## src/rtl/fhpc_pkg.sv

```systemverilog
// Shared constants and types for the frame header parser and checker.
package fhpc_pkg;

	localparam int unsigned HEADER_BYTES   = 36;
	localparam int unsigned COUNT_W        = 33;
	localparam int unsigned QUEUE_DEPTH    = 4;
	localparam int unsigned CFG_INDEX_W    = 2;
	localparam int unsigned CFG_DATA_W     = 32;
	localparam int unsigned OUT_DATA_W     = 240;

	localparam logic [CFG_INDEX_W-1:0] REG_MAGIC   = 2'd0;
	localparam logic [CFG_INDEX_W-1:0] REG_VERSION = 2'd1;
	localparam logic [CFG_INDEX_W-1:0] REG_CODEC   = 2'd2;

	typedef enum logic [2:0] {
		ST_OK      = 3'd0,
		ST_SHORT   = 3'd1,
		ST_MAGIC   = 3'd2,
		ST_VERSION = 3'd3,
		ST_HDR_LEN = 3'd4,
		ST_SIZE    = 3'd5,
		ST_DIMS    = 3'd6,
		ST_CODEC   = 3'd7
	} status_t;

	typedef enum logic {
		KIND_PAYLOAD = 1'b0,
		KIND_VERDICT = 1'b1
	} kind_t;

	typedef struct packed {
		logic [31:0] magic_word;
		logic [15:0] protocol_version;
		logic [15:0] accepted_codec;
	} cfg_t;

	// geometry_codec_flags: width 63..48, height 47..32, codec 31..16, flags 15..0
	typedef struct packed {
		logic               fwd;
		logic               last;
		logic [7:0]         data;
		logic [COUNT_W-1:0] byte_count;
		logic [31:0]        magic_seen;
		logic [15:0]        version_seen;
		logic [15:0]        hdr_len_seen;
		logic [63:0]        frame_number;
		logic [63:0]        time_stamp;
		logic [63:0]        geom;
		logic [31:0]        stated_length;
	} entry_t;

	typedef struct packed {
		kind_t       kind;
		logic [7:0]  payload_byte;
		status_t     status;
		logic [63:0] frame_number;
		logic [63:0] time_stamp;
		logic [15:0] frame_width;
		logic [15:0] frame_height;
		logic [15:0] codec_code;
		logic [15:0] flag_bits;
		logic [31:0] stated_length;
	} result_t;

endpackage

```

## src/rtl/fhpc_front.sv

```systemverilog
// Front end: byte counter, header capture and payload classification.
module fhpc_front (
	input  logic            clk,
	input  logic            arst_n,
	input  logic            in_valid,
	output logic            in_ready,
	input  logic [7:0]      in_byte,
	input  logic            in_last,
	input  logic            q_full,
	output logic            push,
	output fhpc_pkg::entry_t entry
);
	import fhpc_pkg::*;

	logic [COUNT_W-1:0] count_q;
	logic [31:0]        magic_q;
	logic [15:0]        version_q;
	logic [15:0]        hdr_len_q;
	logic [63:0]        frame_q;
	logic [63:0]        ts_q;
	logic [63:0]        geom_q;
	logic [31:0]        len_q;

	logic [COUNT_W-1:0] count_d;
	logic [31:0]        magic_d;
	logic [15:0]        version_d;
	logic [15:0]        hdr_len_d;
	logic [63:0]        frame_d;
	logic [63:0]        ts_d;
	logic [63:0]        geom_d;
	logic [31:0]        len_d;
	logic               accept;
	logic               in_hdr;
	logic               fwd;
	logic [5:0]         pos;
	logic [COUNT_W-1:0] pay_end;

	assign in_ready = !q_full;
	assign accept   = in_valid && in_ready;
	assign pos      = count_q[5:0];
	assign in_hdr   = count_q < COUNT_W'(HEADER_BYTES);
	assign pay_end  = {1'b0, len_q} + COUNT_W'(HEADER_BYTES);
	assign fwd      = !in_hdr && (count_q < pay_end);

	always_comb begin
		magic_d   = magic_q;
		version_d = version_q;
		hdr_len_d = hdr_len_q;
		frame_d   = frame_q;
		ts_d      = ts_q;
		geom_d    = geom_q;
		len_d     = len_q;
		if (in_hdr) begin
			if (pos < 6'd4) begin
				magic_d = {magic_q[23:0], in_byte};
			end else if (pos < 6'd6) begin
				version_d = {version_q[7:0], in_byte};
			end else if (pos < 6'd8) begin
				hdr_len_d = {hdr_len_q[7:0], in_byte};
			end else if (pos < 6'd16) begin
				frame_d = {frame_q[55:0], in_byte};
			end else if (pos < 6'd24) begin
				ts_d = {ts_q[55:0], in_byte};
			end else if (pos < 6'd32) begin
				geom_d = {geom_q[55:0], in_byte};
			end else begin
				len_d = {len_q[23:0], in_byte};
			end
		end
		count_d = (count_q != {COUNT_W{1'b1}}) ? count_q + COUNT_W'(1) : count_q;
	end

	assign push                = accept && (fwd || in_last);
	assign entry.fwd           = fwd;
	assign entry.last          = in_last;
	assign entry.data          = in_byte;
	assign entry.byte_count    = count_d;
	assign entry.magic_seen    = magic_d;
	assign entry.version_seen  = version_d;
	assign entry.hdr_len_seen  = hdr_len_d;
	assign entry.frame_number  = frame_d;
	assign entry.time_stamp    = ts_d;
	assign entry.geom          = geom_d;
	assign entry.stated_length = len_d;

	always_ff @(posedge clk or negedge arst_n) begin
		if (!arst_n) begin
			count_q   <= '0;
			magic_q   <= '0;
			version_q <= '0;
			hdr_len_q <= '0;
			frame_q   <= '0;
			ts_q      <= '0;
			geom_q    <= '0;
			len_q     <= '0;
		end else if (accept) begin
			if (in_last) begin
				count_q   <= '0;
				magic_q   <= '0;
				version_q <= '0;
				hdr_len_q <= '0;
				frame_q   <= '0;
				ts_q      <= '0;
				geom_q    <= '0;
				len_q     <= '0;
			end else begin
				count_q   <= count_d;
				magic_q   <= magic_d;
				version_q <= version_d;
				hdr_len_q <= hdr_len_d;
				frame_q   <= frame_d;
				ts_q      <= ts_d;
				geom_q    <= geom_d;
				len_q     <= len_d;
			end
		end
	end

endmodule

```

## src/rtl/fhpc_queue.sv

```systemverilog
// Small register queue between front end and back end.
module fhpc_queue #(
	parameter int unsigned DEPTH = fhpc_pkg::QUEUE_DEPTH
) (
	input  logic             clk,
	input  logic             arst_n,
	input  logic             push,
	input  fhpc_pkg::entry_t wr_entry,
	output logic             full,
	input  logic             pop,
	output logic             empty,
	output fhpc_pkg::entry_t rd_entry
);
	import fhpc_pkg::*;

	localparam int unsigned PTR_W = (DEPTH > 1) ? $clog2(DEPTH) : 1;
	localparam int unsigned CNT_W = $clog2(DEPTH + 1);

	entry_t             mem_q [DEPTH];
	logic [PTR_W-1:0]   wr_ptr_q;
	logic [PTR_W-1:0]   rd_ptr_q;
	logic [CNT_W-1:0]   cnt_q;
	logic               do_push;
	logic               do_pop;

	assign full     = cnt_q == CNT_W'(DEPTH);
	assign empty    = cnt_q == '0;
	assign do_push  = push && !full;
	assign do_pop   = pop && !empty;
	assign rd_entry = mem_q[rd_ptr_q];

	always_ff @(posedge clk) begin
		if (do_push) begin
			mem_q[wr_ptr_q] <= wr_entry;
		end
	end

	always_ff @(posedge clk or negedge arst_n) begin
		if (!arst_n) begin
			wr_ptr_q <= '0;
			rd_ptr_q <= '0;
			cnt_q    <= '0;
		end else begin
			if (do_push) begin
				wr_ptr_q <= (wr_ptr_q == PTR_W'(DEPTH - 1)) ? '0 : wr_ptr_q + PTR_W'(1);
			end
			if (do_pop) begin
				rd_ptr_q <= (rd_ptr_q == PTR_W'(DEPTH - 1)) ? '0 : rd_ptr_q + PTR_W'(1);
			end
			if (do_push && !do_pop) begin
				cnt_q <= cnt_q + CNT_W'(1);
			end else if (do_pop && !do_push) begin
				cnt_q <= cnt_q - CNT_W'(1);
			end
		end
	end

endmodule

```

## src/rtl/fhpc_back.sv

```systemverilog
// Back end: verdict checks and result output register.
module fhpc_back (
	input  logic              clk,
	input  logic              arst_n,
	input  fhpc_pkg::cfg_t    cfg,
	input  logic              q_empty,
	input  fhpc_pkg::entry_t  head,
	output logic              pop,
	output logic              out_valid,
	input  logic              out_ready,
	output fhpc_pkg::result_t out_res
);
	import fhpc_pkg::*;

	logic    valid_q;
	logic    half_q;
	result_t res_q;
	result_t pay_res;
	result_t ver_res;
	status_t status;
	logic    can_load;
	logic    load;
	logic    split;
	logic [COUNT_W-1:0] total;

	assign total = {1'b0, head.stated_length} + COUNT_W'(HEADER_BYTES);

	always_comb begin
		if (head.byte_count < COUNT_W'(HEADER_BYTES)) begin
			status = ST_SHORT;
		end else if (head.magic_seen != cfg.magic_word) begin
			status = ST_MAGIC;
		end else if (head.version_seen != cfg.protocol_version) begin
			status = ST_VERSION;
		end else if (head.hdr_len_seen != 16'(HEADER_BYTES)) begin
			status = ST_HDR_LEN;
		end else if (head.byte_count != total) begin
			status = ST_SIZE;
		end else if (head.geom[63:48] == '0 || head.geom[47:32] == '0) begin
			status = ST_DIMS;
		end else if (head.geom[31:16] != cfg.accepted_codec) begin
			status = ST_CODEC;
		end else begin
			status = ST_OK;
		end
	end

	always_comb begin
		pay_res              = '0;
		pay_res.kind         = KIND_PAYLOAD;
		pay_res.payload_byte = head.data;
		pay_res.status       = ST_OK;

		ver_res               = '0;
		ver_res.kind          = KIND_VERDICT;
		ver_res.status        = status;
		ver_res.frame_number  = head.frame_number;
		ver_res.time_stamp    = head.time_stamp;
		ver_res.frame_width   = head.geom[63:48];
		ver_res.frame_height  = head.geom[47:32];
		ver_res.codec_code    = head.geom[31:16];
		ver_res.flag_bits     = head.geom[15:0];
		ver_res.stated_length = head.stated_length;
	end

	// a payload byte that ends the buffer yields two results: byte, then verdict
	assign can_load  = !valid_q || out_ready;
	assign load      = can_load && !q_empty;
	assign split     = head.fwd && head.last && !half_q;
	assign pop       = load && !split;
	assign out_valid = valid_q;
	assign out_res   = res_q;

	always_ff @(posedge clk) begin
		if (load) begin
			res_q <= (head.fwd && !half_q) ? pay_res : ver_res;
		end
	end

	always_ff @(posedge clk or negedge arst_n) begin
		if (!arst_n) begin
			valid_q <= 1'b0;
			half_q  <= 1'b0;
		end else if (can_load) begin
			valid_q <= !q_empty;
			if (load) begin
				half_q <= split;
			end
		end
	end

endmodule

```

## src/rtl/frame_header_parser_checker_core.sv

```systemverilog
// Top level of the frame header parser and checker.
//
//  channel  | direction | handshake                     | payload
//  s_axis   | in        | s_axis_tvalid / s_axis_tready | tdata byte, tlast end of buffer
//  m_axis   | out       | m_axis_tvalid / m_axis_tready | tdata fields, tuser kind
//  cfg      | in        | cfg_valid / cfg_ready         | cfg_index, cfg_data
//
// One byte accepted per cycle while the queue is not full; the front end updates the header capture in the same cycle.
// A last byte that is also payload yields two output results (byte, then verdict).
// Queue between front and back absorbs output stalls; s_axis_tready drops when it is full.
// Reset clears all buffer state and config registers to zero; cfg_ready is always high.
module frame_header_parser_checker_core #(
	parameter int unsigned QUEUE_DEPTH = fhpc_pkg::QUEUE_DEPTH
) (
	input  logic                                clk,
	input  logic                                arst_n,
	input  logic                                s_axis_tvalid,
	output logic                                s_axis_tready,
	input  logic [7:0]                          s_axis_tdata,  // [7:0] byte_value
	input  logic                                s_axis_tlast,
	output logic                                m_axis_tvalid,
	input  logic                                m_axis_tready,
	// [7:0] payload_byte, [10:8] status, [74:11] frame_number, [138:75] time_stamp,
	// [154:139] frame_width, [170:155] frame_height, [186:171] codec_code,
	// [202:187] flag_bits, [234:203] stated_length, [239:235] zero
	output logic [fhpc_pkg::OUT_DATA_W-1:0]     m_axis_tdata,
	output logic                                m_axis_tuser,  // [0] kind
	input  logic                                cfg_valid,
	output logic                                cfg_ready,
	input  logic [fhpc_pkg::CFG_INDEX_W-1:0]    cfg_index,
	input  logic [fhpc_pkg::CFG_DATA_W-1:0]     cfg_data
);
	import fhpc_pkg::*;

	cfg_t    cfg_q;
	entry_t  wr_entry;
	entry_t  head;
	result_t res;
	logic    push;
	logic    pop;
	logic    q_full;
	logic    q_empty;

	assign cfg_ready = 1'b1;

	always_ff @(posedge clk or negedge arst_n) begin
		if (!arst_n) begin
			cfg_q <= '0;
		end else if (cfg_valid) begin
			unique case (cfg_index)
				REG_MAGIC:   cfg_q.magic_word       <= cfg_data;
				REG_VERSION: cfg_q.protocol_version <= cfg_data[15:0];
				REG_CODEC:   cfg_q.accepted_codec   <= cfg_data[15:0];
				default: ;
			endcase
		end
	end

	fhpc_front u_front (
		.clk      (clk),
		.arst_n   (arst_n),
		.in_valid (s_axis_tvalid),
		.in_ready (s_axis_tready),
		.in_byte  (s_axis_tdata),
		.in_last  (s_axis_tlast),
		.q_full   (q_full),
		.push     (push),
		.entry    (wr_entry)
	);

	fhpc_queue #(
		.DEPTH (QUEUE_DEPTH)
	) u_queue (
		.clk      (clk),
		.arst_n   (arst_n),
		.push     (push),
		.wr_entry (wr_entry),
		.full     (q_full),
		.pop      (pop),
		.empty    (q_empty),
		.rd_entry (head)
	);

	fhpc_back u_back (
		.clk       (clk),
		.arst_n    (arst_n),
		.cfg       (cfg_q),
		.q_empty   (q_empty),
		.head      (head),
		.pop       (pop),
		.out_valid (m_axis_tvalid),
		.out_ready (m_axis_tready),
		.out_res   (res)
	);

	assign m_axis_tuser = res.kind;
	assign m_axis_tdata = {5'd0, res.stated_length, res.flag_bits, res.codec_code,
		res.frame_height, res.frame_width, res.time_stamp, res.frame_number,
		res.status, res.payload_byte};

endmodule
```

## config.mk

```make
export PLATFORM = sky130hd
export DESIGN_NAME = frame_header_parser_checker_core
export DESIGN_NICKNAME = d
export VERILOG_FILES = /design/src/rtl/fhpc_pkg.sv /design/src/rtl/fhpc_front.sv /design/src/rtl/fhpc_queue.sv /design/src/rtl/fhpc_back.sv /design/src/rtl/frame_header_parser_checker_core.sv
export SDC_FILE = /design/constraint.sdc
export NUM_CORES = 2
export LEC_CHECK = 0
export ABC_AREA = 1
export BUFFER_PORTS_ARGS = -buffer_cell sky130_fd_sc_hd__buf_2
export CAP_MARGIN = 20
export CORE_MARGIN = 3
export CORE_UTILIZATION = 40
export CTS_BUF_LIST = sky130_fd_sc_hd__clkbuf_8 sky130_fd_sc_hd__clkbuf_16
export CTS_CLUSTER_DIAMETER = 60
export DETAILED_ROUTE_END_ITERATION = 16
export HOLD_SLACK_MARGIN = 0.08
export PLACE_DENSITY_LB_ADDON = 0.12
export SYNTH_ARGS = -nofsm -noshare
export SYNTH_HDL_FRONTEND = slang
export SYNTH_SLANG_ARGS = --single-unit
```

## constraint.sdc

```tcl
create_clock -name clk -period 22.1 [get_ports clk]
set_input_delay 3.315 -clock clk [delete_from_list [all_inputs] [get_ports clk]]
set_output_delay 3.315 -clock clk [all_outputs]
set_load 0.005 [all_outputs]
```

# After elaboration in Yosys (flattened, before gate mapping)
# Memories as Yosys holds them, arrays and structs flattened.
# Cells that the tools add are included.
# totals
reg_bits	630
mem_bits_rw	1324
inputBits	48
output_inout_bits	244
word_cells	147
n_memories	1
# mem_list
name	words	word_bits	rd	rd_clocked_by_memory_dff	wr	line_no	source
u_queue.mem_q	4	331	1	0	1	fhpc_queue.sv:19	entry_t mem_q [DEPTH];
# op_classes
add_sub_neg	7
magnitude_cmp	9
n_eq_ne	11
mux	57
reduce_logical	34
# ops
cell	n
64-bit 2-to-1 mux	21
32-bit 2-to-1 mux	11
236-bit 2-to-1 mux	1
16-bit 2-to-1 mux	9
32-bit by 6-bit adder with 33-bit output (second input constant)	2
33-bit by 6-bit less-than comparator with 1-bit output (second input constant)	2
33-bit 2-to-1 mux	2
33-bit by 1-bit adder with 33-bit output (second input constant)	1
33-bit less-than comparator	1
33-bit != test	1
33-bit != test (second input constant)	1
16-bit zero test	2
16-bit != test	2
32-bit != test	1
3-bit 2-to-1 mux	9
16-bit by 6-bit != test with 1-bit output (second input constant)	1
1-bit logical AND	12
6-bit by 3-bit less-than comparator with 1-bit output (second input constant)	2
6-bit by 5-bit less-than comparator with 1-bit output (second input constant)	2
1-bit zero test	8
2-bit AND reduction	4
2-bit == test (second input constant)	3
6-bit by 4-bit less-than comparator with 1-bit output (second input constant)	1
6-bit less-than comparator (second input constant)	1
other kinds (13)	18

# Longest topological paths before layout
# logic_depth
word_depth	10
mapped_depth	32
mapped_depth_nobuf	32

# By module
# A second synthesis with hierarchy kept.
# hier_totals
hier_cells	8969
area_unflattened_um2	89286.9
# by_module_without_submodules
module	instances	cells_per_inst	area_each_um2	seq_area_each_um2
fhpc_queue	1	3922	52479.1	39933.3
fhpc_front	1	3593	22753.1	8032.7
fhpc_back	1	1163	11409.7	7136.8
frame_header_parser_checker_core	1	291	2645.0	1601.5

# Worst setup path before layout
# OpenSTA, ideal clock, no wires.
# synth_path
path_kind	input to register
startpoint	input port s_axis_tvalid
endpoint	memory u_queue.mem_q[0][0] in the netlist's numbering (enable)
setup_ns	1.031
t_arrival_ns	17.313
required_time_ns	21.069
slack_ns	3.756
cell_stages	4
n_path_buf	0
path_cell_list	nand2_1 -> inv_2 -> nand2_1 -> nor2_1
# synth_via
elab_chain_cells	5
# synth_rtl
item	line_no	source
start, declared	frame_header_parser_checker_core.sv:17	input logic s_axis_tvalid,
1-bit logical AND	fhpc_front.sv:39	assign accept = in_valid && in_ready;
1-bit logical AND	fhpc_front.sv:73	assign push = accept && (fwd || in_last);
1-bit logical AND	fhpc_queue.sv:28	assign do_push = push && !full;
1-bit 2-to-1 mux	fhpc_queue.sv:33	if (do_push) begin
1-bit 2-to-1 mux (implied by the code)	fhpc_queue.sv:34	mem_q[wr_ptr_q] <= wr_entry;
end, declared	fhpc_queue.sv:19	
# No other way between the ends.

# Final worst setup path
# layout_path
startpoint	register u_front.len_q[2]
endpoint	memory u_queue.mem_q[3][91] in the netlist's numbering (enable)
# layout_via
elab_chain_cells	8
# layout_rtl
item	line_no	source
start, declared	fhpc_front.sv:22	logic [31:0] len_q;
start signal, assigned	fhpc_front.sv:114	len_q <= len_d;
32-bit by 6-bit adder with 33-bit output	fhpc_front.sv:42	assign pay_end = {1'b0, len_q} + COUNT_W'(HEADER_BYTES);
33-bit less-than comparator	fhpc_front.sv:43	assign fwd = !in_hdr && (count_q < pay_end);
1-bit logical AND	fhpc_front.sv:43	
1-bit logical OR	fhpc_front.sv:73	
1-bit logical AND	fhpc_front.sv:73	
1-bit logical AND	fhpc_queue.sv:28	
1-bit 2-to-1 mux	fhpc_queue.sv:33	
1-bit 2-to-1 mux (implied by the code)	fhpc_queue.sv:34	
# No other way between the ends.

==> results.cfg <==
[run_status]
status = finished clean

[yosys]
syn_inst = 7036
synth-seq-area-share_pct = 70.1
synthArstFlopShare_pct = 20.2
yosysTopAreaCell = edfxtp_1
yosysUniqueCellTypes = 58
synth-seq-cells = 1954
synth_area_sq_um = 80800
synthTopCellsByArea = edfxtp_1, dfrtp_1, nand2_1
synth_most_common_cell = edfxtp_1
yosysWarnings = 0
synth_common_cells = edfxtp_1, nand2_1, inv_1
syn_avg_cell_area_sq_um = 11.5
synth_top_area_share_pct = 57.9
synthFlopType = edfxtp_1
synth_edf_count = 1560

[global_route]
track_usage_pct = 20.3
grt-ovfl-total = 0
grt_pass1_vias = 50726
grt_max_degree = 222
antenna_found_initial = 10
grt_pass1_wl_um = 324000

[sta]
setup_tns_ns = 0
period_minus_slack_ns = 6.94
hold_violations = 0
period_share_pct = 31.4
max_freq_mhz = 144
grt_setup_unrepaired = no
fin_skew_ns = 0.0499
max_slew.worst_pin.slew_ns = 1.07
relSlewSlack_pct = 28.9
slew_violations = 0
setup_viol = 0

[floorplanning]
initial_core_util_pct = 40.4
core_area_sq_um = 200000
die_y_um = 456
die_area_sq_um = 208000
rows = 164
die_x_um = 456
num_io_pins = 292

[finish]
num-fill-cells = 18388
nNetsFinal = 7312
area_growth_pct = 13.7
final_cell_area_sq_um = 91900
multiInputGateArea_sq_um = 19300
layout-drive-gt1-share_pct = 10.7
seq_area_sq_um = 56700

[placed_design]
dp_hpwl_um = 128000
gp_congestion = 0.857
placed_cell_area_sq_um = 84600
portBuffers = 285

[routing]
wl_met2_um = 101000
remaining_drc_errors = 0
dr_wl_met3_um = 10300
wl_per_cell_um = 21.3
wirelength_met1_um = 98600
wl_um = 214000
drtPass1Iterations = 5
vias_per_cell = 5.18
num_vias = 52167
top_layer = met5
drtIter0Drc = 4328
antenna_left = 0

[worst_setup_path]
crit_path_max_fanout = 115
crit_type = register to register
r2r_start = u_front.len_q[2]
critPathCaptureType = register
crit_required_ns = 22.56
crit_slowest_cell = buf_4
crit_path_max_incr_delay_ns = 0.87
path_common_cell = nand2_1
cp-startpoint = u_front.len_q[2]
critPathLaunchType = register
critPathArrivalTime_ns = 7.40

[min_path]
hold_start = u_front.magic_q[31]
hp-class = register to register

[clock_tree]
cts_setup_buffers = 0
clk_pin_slew_ns = 0.06
cts-resized-gates = 0
cts_buffers = 211
cts_max_level = 4
cts_num_sinks = 1954
clk_latency_ns = 0.86
cts_root_buf = clkbuf_16
clockBufferDepth = 3
hold_buffers = 0
cts_tree = done

[run]
max-cap-violations = 0

[pwr]
ir_drop_mv = 0.102
power.leakage_nw = 38.0
p_per_area_nw_per_um2 = 133
## worst max-delay path, delay by kind of cell (launching register included)
kind | cells | cell delay [ns]
buffers and inverters | 5 | 2.36
adder cells (fa/ha/maj) | 2 | 0.51
AND/OR/NAND/NOR | 15 | 2.40
flip-flops | 1 | 0.39
AO/OA/AOI/OAI | 5 | 0.76
## state kept, by name, summed over array words and instances, names as in the netlist, 2 cells and up
register / cells
u_queue.mem_q: 1324
u_back.out_res: 236
cfg_q: 64
u_front.frame_q: 64
u_front.geom_q: 64
u_front.ts_q: 64
u_front.count_q: 33
u_front.len_q: 32
u_front.magic_q: 32
u_front.hdr_len_q: 16
u_front.version_q: 16
u_queue.cnt_q: 3
u_queue.rd_ptr_q: 2
u_queue.wr_ptr_q: 2
## metrics by stage
stage	power (W)	hold WS, ns	std cells	worst slack [ns]	util (%)
global placement	0.00871	0.461	9662	14.46	42.2
global route	0.0129	0.508	10069	14.27	45.9
detailed placement	0.00873	0.468	9663	14.41	42.2
floorplan	0.00753	0.448	7040	3.76	-
CTS	0.0124	0.483	10065	14.93	45.9
finish	0.0122	0.481	10073	15.16	45.9
## per-layer routing
metal,up-vias,track usage (%)
met3,280,3.41
met5,-,0
met2,1234,32.4
li1,24752,-
met4,4,5.84
met1,25897,28.7
## where the power goes
group,internal (W),total (W),switching [W]
sequential,0.00480,0.00500,0.000198
combinational,0.000995,0.00359,0.00260
clock,0.00212,0.00361,0.00149
## layout make-up
cell class	instances	share of cell area, %
Antenna cell	6	0.0163
Clock buffer	248	6.32
Clock inverter	154	1.59
Inverter	832	3.45
Multi-Input combinational cell	3865	21.0
Sequential cell	1954	61.7
Tap cell	2656	3.62
Timing Repair Buffer	358	2.29
## cell families (layout without fill, tap and decap cells)
| family | count (synthesis) | after routing | synth area share [%] |
|---|---|---|---|
| buf+inv | 1221 | 1592 | 6.08 |
| compound gates | 1438 | 1438 | 10.2 |
| flops | 1954 | 1954 | 70.1 |
| fa+ha+maj | 42 | 42 | 0.659 |
| simple gates | 2232 | 2232 | 11.3 |
| mux | 16 | 16 | 0.223 |
| xor+xnor | 131 | 131 | 1.44 |
| other cells | 2 | 12 | 0.00929 |
## cells in the final DEF (no fill, tap or decap), types with 20 or more instances in the layout
| master | synthesis | layout |
|---|---|---|
| buf_4 | 31 | 62 |
| bufinv_16 | 0 | 20 |
| o21ai_0 | 760 | 760 |
| xor2_1 | 89 | 89 |
| nand2_2 | 20 | 21 |
| nor3_1 | 25 | 24 |
| inv_1 | 818 | 858 |
| a32o_1 | 31 | 31 |
| dfrtp_1 | 394 | 392 |
| nor4_1 | 32 | 32 |
| o32ai_1 | 32 | 32 |
| nand2_1 | 1232 | 1229 |
| a32oi_1 | 23 | 23 |
| nor2_1 | 637 | 631 |
| nand3_1 | 184 | 183 |
| a21oi_1 | 117 | 117 |
| xnor2_1 | 41 | 41 |
| clkinv_1 | 1 | 25 |
| ha_1 | 41 | 41 |
| buf_2 | 88 | 284 |
| o22a_1 | 21 | 21 |
| o22ai_1 | 414 | 414 |
| clkbuf_16 | 0 | 213 |
| o21ai_1 | 24 | 24 |
| nand4_1 | 57 | 57 |
| clkbuf_8 | 0 | 35 |
| clkinv_2 | 0 | 41 |
| edfxtp_1 | 1560 | 1560 |
## worst paths after layout
check	to	slack [ns]	cells after the start
min in group asynchronous	u_front.len_q[19]	2.45	1
min	u_front.magic_q[31]	0.48	2
min reg2reg	u_front.magic_q[31]	0.48	2
max reg2reg	u_queue.mem_q[3][91]	15.16	27
max in group asynchronous	cfg_q[56]	17.36	3
max	u_queue.mem_q[3][91]	15.16	27
Power figures use the tool's default switching activity.
